**src/rtl/core/pti_pkg.sv**
```systemverilog
// Shared types and constants for the periodic timer table.
// Depends on nothing; every other file of the block uses it.
package pti_pkg;

  localparam int unsigned FuncW  = 2;
  localparam int unsigned TimeW  = 32;
  localparam int unsigned RepW   = 16;
  localparam int unsigned IdW    = 6;
  localparam int unsigned EvW    = 2;
  localparam int unsigned QDepth = 2;

  typedef enum logic [FuncW-1:0] {
    FUNC_ADD  = 2'd0,
    FUNC_DEL  = 2'd1,
    FUNC_TICK = 2'd2
  } func_e;

  typedef enum logic [EvW-1:0] {
    EV_ADD       = 2'd0,
    EV_DELETE    = 2'd1,
    EV_FIRE      = 2'd2,
    EV_TICK_DONE = 2'd3
  } event_e;

  typedef enum logic [2:0] {
    ST_IDLE,
    ST_ADD,
    ST_DEL,
    ST_TICK,
    ST_DONE
  } back_state_e;

  typedef struct packed {
    func_e                   op;
    logic [TimeW-1:0]        now_ms;
    logic [TimeW-1:0]        period_ms;
    logic signed [RepW-1:0]  repeat_count;
    logic [IdW-1:0]          timer_id;
  } cmd_t;

endpackage

```
**src/rtl/core/pti_in_if.sv**
```systemverilog
// Request channel of the periodic timer table: valid/ready plus request fields.
// Depends on pti_pkg for field widths.
interface pti_in_if;
  logic                            valid;
  logic                            ready;
  logic [pti_pkg::FuncW-1:0]       func;
  logic [pti_pkg::TimeW-1:0]       now_ms;
  logic [pti_pkg::TimeW-1:0]       period_ms;
  logic signed [pti_pkg::RepW-1:0] repeat_count;
  logic [pti_pkg::IdW-1:0]         timer_id;

  modport source (output valid, func, now_ms, period_ms, repeat_count, timer_id,
                  input ready);
  modport sink   (input valid, func, now_ms, period_ms, repeat_count, timer_id,
                  output ready);
endinterface

```
**src/rtl/core/pti_out_if.sv**
```systemverilog
// Event channel of the periodic timer table: valid/ready plus event fields.
// Depends on pti_pkg for field widths.
interface pti_out_if;
  logic                      valid;
  logic                      ready;
  logic [pti_pkg::EvW-1:0]   event_res;
  logic [pti_pkg::IdW-1:0]   slot_id;
  logic                      last;

  modport source (output valid, event_res, slot_id, last, input ready);
  modport sink   (input valid, event_res, slot_id, last, output ready);
endinterface

```
**src/rtl/core/pti_front.sv**
```systemverilog
// Front end: accepts requests, drops unused function codes and queues the rest.
// Depends on pti_pkg and pti_in_if.
module pti_front (
  input  logic          clk_i,
  input  logic          rst_ni,
  pti_in_if.sink        in_i,
  output logic          cmd_valid_o,
  input  logic          cmd_ready_i,
  output pti_pkg::cmd_t cmd_o
);
  import pti_pkg::*;

  localparam int unsigned PtrW = $clog2(QDepth);
  localparam int unsigned CntW = $clog2(QDepth + 1);

  cmd_t            q_mem [QDepth];
  logic [PtrW-1:0] wr_ptr_q, wr_ptr_d, rd_ptr_q, rd_ptr_d;
  logic [CntW-1:0] cnt_q, cnt_d;
  logic            keep, push, pop;
  cmd_t            cmd_in;

  always_comb begin
    case (in_i.func)
      FUNC_ADD, FUNC_DEL, FUNC_TICK: keep = 1'b1;
      default:                       keep = 1'b0;
    endcase
  end

  assign cmd_in.op           = func_e'(in_i.func);
  assign cmd_in.now_ms       = in_i.now_ms;
  assign cmd_in.period_ms    = in_i.period_ms;
  assign cmd_in.repeat_count = in_i.repeat_count;
  assign cmd_in.timer_id     = in_i.timer_id;

  assign in_i.ready  = (cnt_q != CntW'(QDepth));
  // drop the unused code at the door
  assign push        = in_i.valid && in_i.ready && keep;
  assign cmd_valid_o = (cnt_q != '0);
  assign pop         = cmd_valid_o && cmd_ready_i;
  assign cmd_o       = q_mem[rd_ptr_q];

  always_comb begin
    wr_ptr_d = wr_ptr_q;
    rd_ptr_d = rd_ptr_q;
    cnt_d    = cnt_q;
    if (push) begin
      wr_ptr_d = (wr_ptr_q == PtrW'(QDepth - 1)) ? '0 : wr_ptr_q + PtrW'(1);
    end
    if (pop) begin
      rd_ptr_d = (rd_ptr_q == PtrW'(QDepth - 1)) ? '0 : rd_ptr_q + PtrW'(1);
    end
    if (push && !pop) begin
      cnt_d = cnt_q + CntW'(1);
    end else if (pop && !push) begin
      cnt_d = cnt_q - CntW'(1);
    end
  end

  always_ff @(posedge clk_i or negedge rst_ni) begin
    if (!rst_ni) begin
      wr_ptr_q <= '0;
      rd_ptr_q <= '0;
      cnt_q    <= '0;
    end else begin
      wr_ptr_q <= wr_ptr_d;
      rd_ptr_q <= rd_ptr_d;
      cnt_q    <= cnt_d;
    end
  end

  always_ff @(posedge clk_i) begin
    if (push) begin
      q_mem[wr_ptr_q] <= cmd_in;
    end
  end

endmodule

```
**src/rtl/core/pti_back.sv**
```systemverilog
// Back end: slot table, slot walker for add and tick, and the event output register.
// Depends on pti_pkg and pti_out_if.
module pti_back #(
  parameter int unsigned NUM_SLOTS = 32
) (
  input  logic          clk_i,
  input  logic          rst_ni,
  input  logic          cmd_valid_i,
  output logic          cmd_ready_o,
  input  pti_pkg::cmd_t cmd_i,
  pti_out_if.source     out_o
);
  import pti_pkg::*;

  localparam int unsigned SlotW = (NUM_SLOTS > 1) ? $clog2(NUM_SLOTS) : 1;
  localparam logic [SlotW-1:0] LastIdx = SlotW'(NUM_SLOTS - 1);

  // slot table
  logic [TimeW-1:0]       mem_last   [NUM_SLOTS];
  logic [TimeW-1:0]       mem_period [NUM_SLOTS];
  logic signed [RepW-1:0] mem_repeat [NUM_SLOTS];
  logic [RepW-1:0]        mem_fired  [NUM_SLOTS];
  logic [NUM_SLOTS-1:0]   active_q, active_d;

  back_state_e      state_q, state_d;
  cmd_t             cmd_q;
  logic             cmd_load;
  logic [SlotW-1:0] walk_idx_q, walk_idx_d;
  logic             walk_end_q, walk_end_d;
  logic             ex_valid_q, ex_valid_d;
  logic [SlotW-1:0] ex_idx_q, ex_idx_d;

  logic [TimeW-1:0]       rd_last_q, rd_period_q;
  logic signed [RepW-1:0] rd_repeat_q;
  logic [RepW-1:0]        rd_fired_q;
  logic                   rd_en;

  logic             wr_last_en, wr_cfg_en, wr_fired_en;
  logic [SlotW-1:0] wr_addr;
  logic [RepW-1:0]  wr_fired_data;

  logic             out_valid_q;
  event_e           out_event_q, ld_event;
  logic [IdW-1:0]   out_id_q, ld_id;
  logic             out_last_q, ld_last;
  logic             load, can_load;

  logic [TimeW-1:0] due;
  logic             ex_due, ex_forever, ex_final, ex_emit, adv;
  logic [IdW-1:0]   tid_m1;
  logic [SlotW-1:0] del_idx;
  logic             del_hit;

  assign can_load = !out_valid_q || out_o.ready;

  // deadline check on the slot held in the read registers from the last issued read
  assign due        = rd_last_q + rd_period_q;
  assign ex_due     = ex_valid_q && active_q[ex_idx_q] && (due <= cmd_q.now_ms);
  assign ex_forever = rd_repeat_q[RepW-1];
  assign ex_final   = !ex_forever && ($unsigned(rd_repeat_q) == rd_fired_q);
  assign ex_emit    = ex_due && !ex_final;
  assign adv        = !ex_emit || can_load;

  assign tid_m1  = cmd_q.timer_id - IdW'(1);
  assign del_idx = tid_m1[SlotW-1:0];
  assign del_hit = (cmd_q.timer_id != '0) && (cmd_q.timer_id <= IdW'(NUM_SLOTS))
                   && active_q[del_idx];

  always_comb begin
    state_d       = state_q;
    cmd_ready_o   = 1'b0;
    cmd_load      = 1'b0;
    walk_idx_d    = walk_idx_q;
    walk_end_d    = walk_end_q;
    ex_valid_d    = ex_valid_q;
    ex_idx_d      = ex_idx_q;
    rd_en         = 1'b0;
    wr_last_en    = 1'b0;
    wr_cfg_en     = 1'b0;
    wr_fired_en   = 1'b0;
    wr_addr       = walk_idx_q;
    wr_fired_data = '0;
    active_d      = active_q;
    load          = 1'b0;
    ld_event      = EV_ADD;
    ld_id         = '0;
    ld_last       = 1'b1;

    case (state_q)
      ST_IDLE: begin
        cmd_ready_o = 1'b1;
        if (cmd_valid_i) begin
          cmd_load   = 1'b1;
          walk_idx_d = '0;
          walk_end_d = 1'b0;
          ex_valid_d = 1'b0;
          case (cmd_i.op)
            FUNC_ADD:  state_d = ST_ADD;
            FUNC_DEL:  state_d = ST_DEL;
            FUNC_TICK: state_d = ST_TICK;
            default:   state_d = ST_IDLE;
          endcase
        end
      end

      ST_ADD: begin
        if (!active_q[walk_idx_q]) begin
          if (can_load) begin
            wr_last_en            = 1'b1;
            wr_cfg_en             = 1'b1;
            wr_fired_en           = 1'b1;
            active_d[walk_idx_q]  = 1'b1;
            load                  = 1'b1;
            ld_id                 = IdW'(walk_idx_q) + IdW'(1);
            state_d               = ST_IDLE;
          end
        end else if (walk_idx_q == LastIdx) begin
          // table full
          if (can_load) begin
            load    = 1'b1;
            state_d = ST_IDLE;
          end
        end else begin
          walk_idx_d = walk_idx_q + SlotW'(1);
        end
      end

      ST_DEL: begin
        if (can_load) begin
          load     = 1'b1;
          ld_event = EV_DELETE;
          ld_id    = del_hit ? cmd_q.timer_id : '0;
          if (del_hit) begin
            active_d[del_idx] = 1'b0;
          end
          state_d = ST_IDLE;
        end
      end

      ST_TICK: begin
        if (adv) begin
          // retire the slot in the execute stage
          if (ex_due) begin
            wr_addr    = ex_idx_q;
            wr_last_en = 1'b1;
            if (ex_final) begin
              active_d[ex_idx_q] = 1'b0;
            end else if (!ex_forever) begin
              wr_fired_en   = 1'b1;
              wr_fired_data = rd_fired_q + RepW'(1);
            end
          end
          if (ex_emit) begin
            load     = 1'b1;
            ld_event = EV_FIRE;
            ld_id    = IdW'(ex_idx_q) + IdW'(1);
            ld_last  = 1'b0;
          end
          // issue the next slot read
          if (!walk_end_q) begin
            rd_en      = 1'b1;
            ex_valid_d = 1'b1;
            ex_idx_d   = walk_idx_q;
            if (walk_idx_q == LastIdx) begin
              walk_end_d = 1'b1;
            end else begin
              walk_idx_d = walk_idx_q + SlotW'(1);
            end
          end else begin
            ex_valid_d = 1'b0;
            state_d    = ST_DONE;
          end
        end
      end

      ST_DONE: begin
        if (can_load) begin
          load     = 1'b1;
          ld_event = EV_TICK_DONE;
          state_d  = ST_IDLE;
        end
      end

      default: begin
        state_d = ST_IDLE;
      end
    endcase
  end

  always_ff @(posedge clk_i or negedge rst_ni) begin
    if (!rst_ni) begin
      state_q     <= ST_IDLE;
      walk_idx_q  <= '0;
      walk_end_q  <= 1'b0;
      ex_valid_q  <= 1'b0;
      ex_idx_q    <= '0;
      active_q    <= '0;
      out_valid_q <= 1'b0;
    end else begin
      state_q    <= state_d;
      walk_idx_q <= walk_idx_d;
      walk_end_q <= walk_end_d;
      ex_valid_q <= ex_valid_d;
      ex_idx_q   <= ex_idx_d;
      active_q   <= active_d;
      if (load) begin
        out_valid_q <= 1'b1;
      end else if (out_o.ready) begin
        out_valid_q <= 1'b0;
      end
    end
  end

  always_ff @(posedge clk_i) begin
    if (cmd_load) begin
      cmd_q <= cmd_i;
    end
    if (load) begin
      out_event_q <= ld_event;
      out_id_q    <= ld_id;
      out_last_q  <= ld_last;
    end
  end

  // slot table write and registered read
  always_ff @(posedge clk_i) begin
    if (wr_last_en) begin
      mem_last[wr_addr] <= cmd_q.now_ms;
    end
    if (wr_cfg_en) begin
      mem_period[wr_addr] <= cmd_q.period_ms;
      mem_repeat[wr_addr] <= cmd_q.repeat_count;
    end
    if (wr_fired_en) begin
      mem_fired[wr_addr] <= wr_fired_data;
    end
    if (rd_en) begin
      rd_last_q   <= mem_last[walk_idx_q];
      rd_period_q <= mem_period[walk_idx_q];
      rd_repeat_q <= mem_repeat[walk_idx_q];
      rd_fired_q  <= mem_fired[walk_idx_q];
    end
  end

  assign out_o.valid     = out_valid_q;
  assign out_o.event_res = out_event_q;
  assign out_o.slot_id   = out_id_q;
  assign out_o.last      = out_last_q;

endmodule

```
**src/rtl/core/periodic_timer_table.sv**
```systemverilog
// Periodic timer table with NUM_SLOTS slots. Requests (add, delete, tick) enter a
// two-entry queue and are carried out one at a time by a back end that owns the slot
// table. An add probes one slot per cycle until a free one is found. A tick reads
// every slot through the single read port of the slot table, which the walker visits
// once per slot per cycle while the event output is not stalled; a stalled event
// output holds a delete, an add or a tick alike. Ids are slot plus one.
// Depends on pti_pkg, pti_in_if, pti_out_if, pti_front and pti_back.
module periodic_timer_table #(
  parameter int unsigned NUM_SLOTS = 32
) (
  input  logic      clk_i,
  input  logic      rst_ni,
  pti_in_if.sink    in_i,
  pti_out_if.source out_o
);
  import pti_pkg::*;

  logic cmd_valid, cmd_ready;
  cmd_t cmd;

  pti_front u_front (
    .clk_i       (clk_i),
    .rst_ni      (rst_ni),
    .in_i        (in_i),
    .cmd_valid_o (cmd_valid),
    .cmd_ready_i (cmd_ready),
    .cmd_o       (cmd)
  );

  pti_back #(
    .NUM_SLOTS (NUM_SLOTS)
  ) u_back (
    .clk_i       (clk_i),
    .rst_ni      (rst_ni),
    .cmd_valid_i (cmd_valid),
    .cmd_ready_o (cmd_ready),
    .cmd_i       (cmd),
    .out_o       (out_o)
  );

  a_fire_not_last: assert property (@(posedge clk_i) disable iff (!rst_ni)
    out_o.valid && (out_o.event_res == EV_FIRE) |-> !out_o.last)
    else $error("fire event marked as last");

  a_fire_id_range: assert property (@(posedge clk_i) disable iff (!rst_ni)
    out_o.valid && (out_o.event_res == EV_FIRE)
      |-> (out_o.slot_id != '0) && (out_o.slot_id <= IdW'(NUM_SLOTS)))
    else $error("fire event with slot id out of range");

  a_tick_done_shape: assert property (@(posedge clk_i) disable iff (!rst_ni)
    out_o.valid && (out_o.event_res == EV_TICK_DONE)
      |-> out_o.last && (out_o.slot_id == '0))
    else $error("tick done event malformed");

  a_cmd_only_when_queued: assert property (@(posedge clk_i) disable iff (!rst_ni)
    cmd_ready && !cmd_valid |=> !out_o.valid || $stable(out_o.valid) || out_o.last
      || (out_o.event_res == EV_FIRE))
    else $error("event produced with no queued request");

endmodule
```
**src/flat_wrapper.sv**
```systemverilog
// flat-port wrapper written by rule: the top's interface ports become plain ports
module periodic_timer_table_flat import pti_pkg::*;
#(
  parameter int unsigned NUM_SLOTS = 32
)
  (clk_i, rst_ni, in_i_valid, in_i_func, in_i_now_ms, in_i_period_ms, in_i_repeat_count, in_i_timer_id, in_i_ready, out_o_valid, out_o_event_res, out_o_slot_id, out_o_last, out_o_ready);
  pti_in_if in_i_i ();
  pti_out_if out_o_i ();
  input  logic clk_i;
  input  logic rst_ni;
  input wire logic [$bits(in_i_i.valid)-1:0] in_i_valid;
  input wire logic [$bits(in_i_i.func)-1:0] in_i_func;
  input wire logic [$bits(in_i_i.now_ms)-1:0] in_i_now_ms;
  input wire logic [$bits(in_i_i.period_ms)-1:0] in_i_period_ms;
  input wire logic [$bits(in_i_i.repeat_count)-1:0] in_i_repeat_count;
  input wire logic [$bits(in_i_i.timer_id)-1:0] in_i_timer_id;
  output wire logic [$bits(in_i_i.ready)-1:0] in_i_ready;
  output wire logic [$bits(out_o_i.valid)-1:0] out_o_valid;
  output wire logic [$bits(out_o_i.event_res)-1:0] out_o_event_res;
  output wire logic [$bits(out_o_i.slot_id)-1:0] out_o_slot_id;
  output wire logic [$bits(out_o_i.last)-1:0] out_o_last;
  input wire logic [$bits(out_o_i.ready)-1:0] out_o_ready;
  assign in_i_i.valid = in_i_valid;
  assign in_i_i.func = in_i_func;
  assign in_i_i.now_ms = in_i_now_ms;
  assign in_i_i.period_ms = in_i_period_ms;
  assign in_i_i.repeat_count = in_i_repeat_count;
  assign in_i_i.timer_id = in_i_timer_id;
  assign in_i_ready = in_i_i.ready;
  assign out_o_valid = out_o_i.valid;
  assign out_o_event_res = out_o_i.event_res;
  assign out_o_slot_id = out_o_i.slot_id;
  assign out_o_last = out_o_i.last;
  assign out_o_i.ready = out_o_ready;
  periodic_timer_table #(.NUM_SLOTS(NUM_SLOTS)) u_core (.clk_i(clk_i), .rst_ni(rst_ni), .in_i(in_i_i), .out_o(out_o_i));
endmodule
```
**config.mk**
```make
export PLATFORM = sky130hd
export DESIGN_NAME = periodic_timer_table_flat
export DESIGN_NICKNAME = d
export VERILOG_FILES = /design/src/rtl/core/pti_pkg.sv /design/src/rtl/core/pti_in_if.sv /design/src/rtl/core/pti_out_if.sv /design/src/rtl/core/pti_front.sv /design/src/rtl/core/pti_back.sv /design/src/rtl/core/periodic_timer_table.sv /design/src/flat_wrapper.sv
export SDC_FILE = /design/constraint.sdc
export NUM_CORES = 2
export LEC_CHECK = 0
export BUFFER_PORTS_ARGS = -buffer_cell sky130_fd_sc_hd__buf_2
export CORE_AREA = 2 2 623 625
export CTS_CLUSTER_DIAMETER = 50
export DETAILED_ROUTE_END_ITERATION = 8
export DIE_AREA = 0 0 625 627
export PLACE_DENSITY_LB_ADDON = 0.08
export SLEW_MARGIN = 20
export SYNTH_ARGS = -nofsm -noshare
export SYNTH_HDL_FRONTEND = slang
export SYNTH_SLANG_ARGS = --single-unit
```
**constraint.sdc**
```tcl
create_clock -name clk_i -period 21.2 [get_ports clk_i]
set_input_delay 4.24 -clock clk_i [delete_from_list [all_inputs] [get_ports clk_i]]
set_output_delay 4.24 -clock clk_i [all_outputs]
set_load 0.1 [all_outputs]
```
==> results.sh <==
export IMPL_max_freq_ghz=0.123
export IMPL_grt_pass1_wl_um=559000
export IMPL_synthArstFlopShare=0.0149
export IMPL_drt_antenna_violating_nets=0
export IMPL_postCtsHoldBufs=0
export IMPL_area_growth_syn_to_layout_pct=17.6
export IMPL_portBuffers=102
export IMPL_final_core_util=0.410
export IMPL_maxSlewViolCount=0
export IMPL_setup_tns_ns=0
export IMPL_synth_area_sq_um=134000
export IMPL_dpl_hpwl_um=245000
export IMPL_gp_congestion=0.828
export IMPL_synth_edf_count=3439
export IMPL_cts_tree="done"
export IMPL_synth_seq_cells=3491
export IMPL_p_per_area_nw_per_um2=134
export IMPL_ios=103
export IMPL_num_rows=228
export IMPL_die_width_um=625
export IMPL_hold_class="reg2reg"
export IMPL_htree_levels=5
export IMPL_min_period_ns=8.10
export IMPL_core_sq_um=385000
export IMPL_wl_per_cell_um=33.7
export IMPL_crit_type="reg2reg"
export IMPL_syn_nets=6317
export IMPL_synth_cell_types=74
export IMPL_synth_xor_area_share=0.00450
export IMPL_critPathMaxFanout=66
export IMPL_worstPathArrival_ns=8.67
export IMPL_yosysWarnings=0
export IMPL_final_common_cell="edfxtp_1"
export IMPL_synth_compound_area_share=0.0353
export IMPL_hold_viol=0
export IMPL_gr_usage_all_layers=0.205
export IMPL_period_share=0.382
export IMPL_synth_top_flop_cell="edfxtp_1"
export IMPL_dieArea_sq_um=392000
export IMPL_overflow=0
export IMPL_synth_fa_ha_area_frac=0.00751
export IMPL_cp_end_kind="flop"
export IMPL_drt_iter0_drc=6708
export IMPL_clk_pin_slew_worst_paths_ns=0.06
export IMPL_cts_buffer_depth=4
export IMPL_routed_wirelength_um=406000
export IMPL_setup_viol=0
export IMPL_insertion_delay_ns=1.00
export IMPL_place_area_sq_um=143000
export IMPL_drt_pass1_iterations=5
export IMPL_fillers=33700
export IMPL_cts_buffers=442
export IMPL_drc=0
export IMPL_cts_sinks=3491
export IMPL_finalClockSkew_ns=0.118
export IMPL_maxCapViolations=0
export IMPL_power_leakage_uw=0.0501
export IMPL_status="finished, final reports clean"
export IMPL_required_ns=21.76
export IMPL_antenna_found_initial=28
export IMPL_slew_limit_headroom=0.184
export IMPL_crit_path_start_kind="flop"
export IMPL_post_cts_resized=0
export IMPL_grt_pass1_vias=66700
export IMPL_synthMuxAreaShare=0.145
export IMPL_chipHeight_um=627
export IMPL_syn_area_per_cell_sq_um=21.9
export IMPL_layout_common_cells="edfxtp_1 (3439), mux4_2 (787), clkbuf_16 (445)"
export IMPL_synth_cells=6145
export IMPL_ir_drop_uv=83.6
export IMPL_viasPerCell=5.43
export IMPL_cts_setup_buffers=0
export IMPL_via_count=65400
export IMPL_floorplan_initialDensity=0.349
export IMPL_synthSimpleGateAreaFrac=0.0178
export IMPL_num_nets_final=6782
export IMPL_tightest_slew_ns=1.22
export IMPL_synth_seq_area_share=0.779
export IMPL_grt_max_degree=114
export IMPL_design_area_sq_um=158000
export IMPL_synth_top_family_by_area="multiplexers"
export IMPL_drive_gt1_frac=0.295
export IMPL_rsz0062_at_grt="false"
export IMPL_cts_root_buf="clkbuf_16"
==> registers in the layout, summed over array words and instances (netlist names), 32 cells and up <==
name and count:
u_core.u_front.q_mem 176, u_core.u_back.rd_period_q 32, u_core.u_back.cmd_q 86, u_core.u_back.rd_last_q 32, u_core.u_back.mem_repeat 512, u_core.u_back.mem_period 1024
u_core.u_back.mem_last 1024, u_core.u_back.mem_fired 512, u_core.u_back.active_q 32
==> cell type report <==
cell class	count	area, sq um	area share
inverter	66	260	0.00165
sequential	3491	105000	0.662
tap	5060	6330	0.0401
multi-input combinational	2265	29000	0.184
antenna	8	20.0	0.000127
clock buffer	519	11400	0.0723
clock inverter	297	3780	0.0240
timing repair buffer	344	2530	0.0160
==> cell usage after synthesis, drive strengths merged (34+ instances only) <==
cell | n | area [sq um]
a21oi | 65 | 329
a22oi | 340 | 2550
a31oi | 34 | 213
buf | 127 | 571
clkbuf | 196 | 756
dfrtp | 52 | 1300
edfxtp | 3439 | 103000
ha | 79 | 988
inv | 66 | 248
mux2 | 88 | 991
mux2i | 66 | 661
mux4 | 789 | 17800
nand2 | 78 | 293
nand4 | 92 | 576
nor2 | 178 | 668
nor3 | 43 | 215
o21ai | 100 | 500
xnor2 | 46 | 403
==> metal layers <==
metal,vias up,routed length [um],GRT usage,part of all wire
met1,35900,179000,0.289,0.44
met3,477,20800,0.0295,0.051
met4,0,7990,0.0425,0.020
met2,1899,198000,0.339,0.49
li1,27100,-,-,-
met5,-,0,0,0
==> cell families (layout without fill, tap and decap cells) <==
| group | after synthesis | count (layout) |
|---|---|---|
| compound gates | 679 | 679 |
| xor+xnor | 69 | 69 |
| fa+ha+maj | 80 | 80 |
| buf+inv | 389 | 1226 |
| flops | 3491 | 3491 |
| mux | 943 | 943 |
| other cells | 0 | 8 |
| simple gates | 494 | 494 |
==> worst paths after layout <==
path,start,end,slack [ns],cells past startpoint
worst max-delay path,u_core.u_back.rd_period_q[0]$_DFFE_PP_,u_core.u_back.mem_repeat[16][13]$_DFFE_PP_,13.10,22
worst min-delay path,u_core.u_front.q_mem[1][72]$_DFFE_PP_,u_core.u_back.cmd_q[72]$_DFFE_PP_,0.50,1
worst max register to register,u_core.u_back.rd_period_q[0]$_DFFE_PP_,u_core.u_back.mem_repeat[16][13]$_DFFE_PP_,13.10,22
max in group asynchronous,rst_ni,u_core.u_back.walk_idx_q[0]$_DFFE_PN0P_,17.03,2
worst min register to register,u_core.u_front.q_mem[1][72]$_DFFE_PP_,u_core.u_back.cmd_q[72]$_DFFE_PP_,0.50,1
min in group asynchronous,rst_ni,u_core.u_front.wr_ptr_q$_DFFE_PN0P_,3.40,2
==> worst max-delay path: stages, from the launching register on <==
cell and delay [ns]:
edfxtp_1 0.34, ha_1 0.17, inv_1 0.07, fa_1 0.40
nor2b_1 0.16, o31ai_1 0.11, a21oi_1 0.36, a211oi_1 0.23
o41ai_1 0.82, a2111oi_0 0.26, o21bai_1 0.19, a21oi_1 0.10
xnor2_1 0.13, ha_1 0.30, nand4_1 0.13, or2_2 0.35
nor4_1 0.36, o31ai_1 0.28, nand4_1 0.17, buf_4 0.60
a31oi_2 0.54, nor2_4 0.83, buf_4 0.70
==> power breakdown <==
group | total (uW) | internal, uW | switching, uW
Combinational | 4610 | 1490 | 3120
Sequential | 8900 | 8670 | 227
Clock | 7720 | 4680 | 3040
Total | 21200 | 14800 | 6390
==> through the flow <==
| step | hold slack, ns | worst slack (ns) | total power (uW) | std cells |
|---|---|---|---|---|
| 4_1_cts | 0.519 | 13.12 | 21500 | 12000 |
| 5_1_grt | 0.535 | 12.68 | 22000 | 12000 |
| 3_3_place_gp | 0.498 | 12.97 | 13800 | 11200 |
| 6_report | 0.503 | 13.10 | 21200 | 12100 |
| 2_1_floorplan | 0.447 | 12.50 | 11600 | 6145 |
| 3_5_place_dp | 0.513 | 13.08 | 13800 | 11200 |
(Power assumes the default switching activity.)
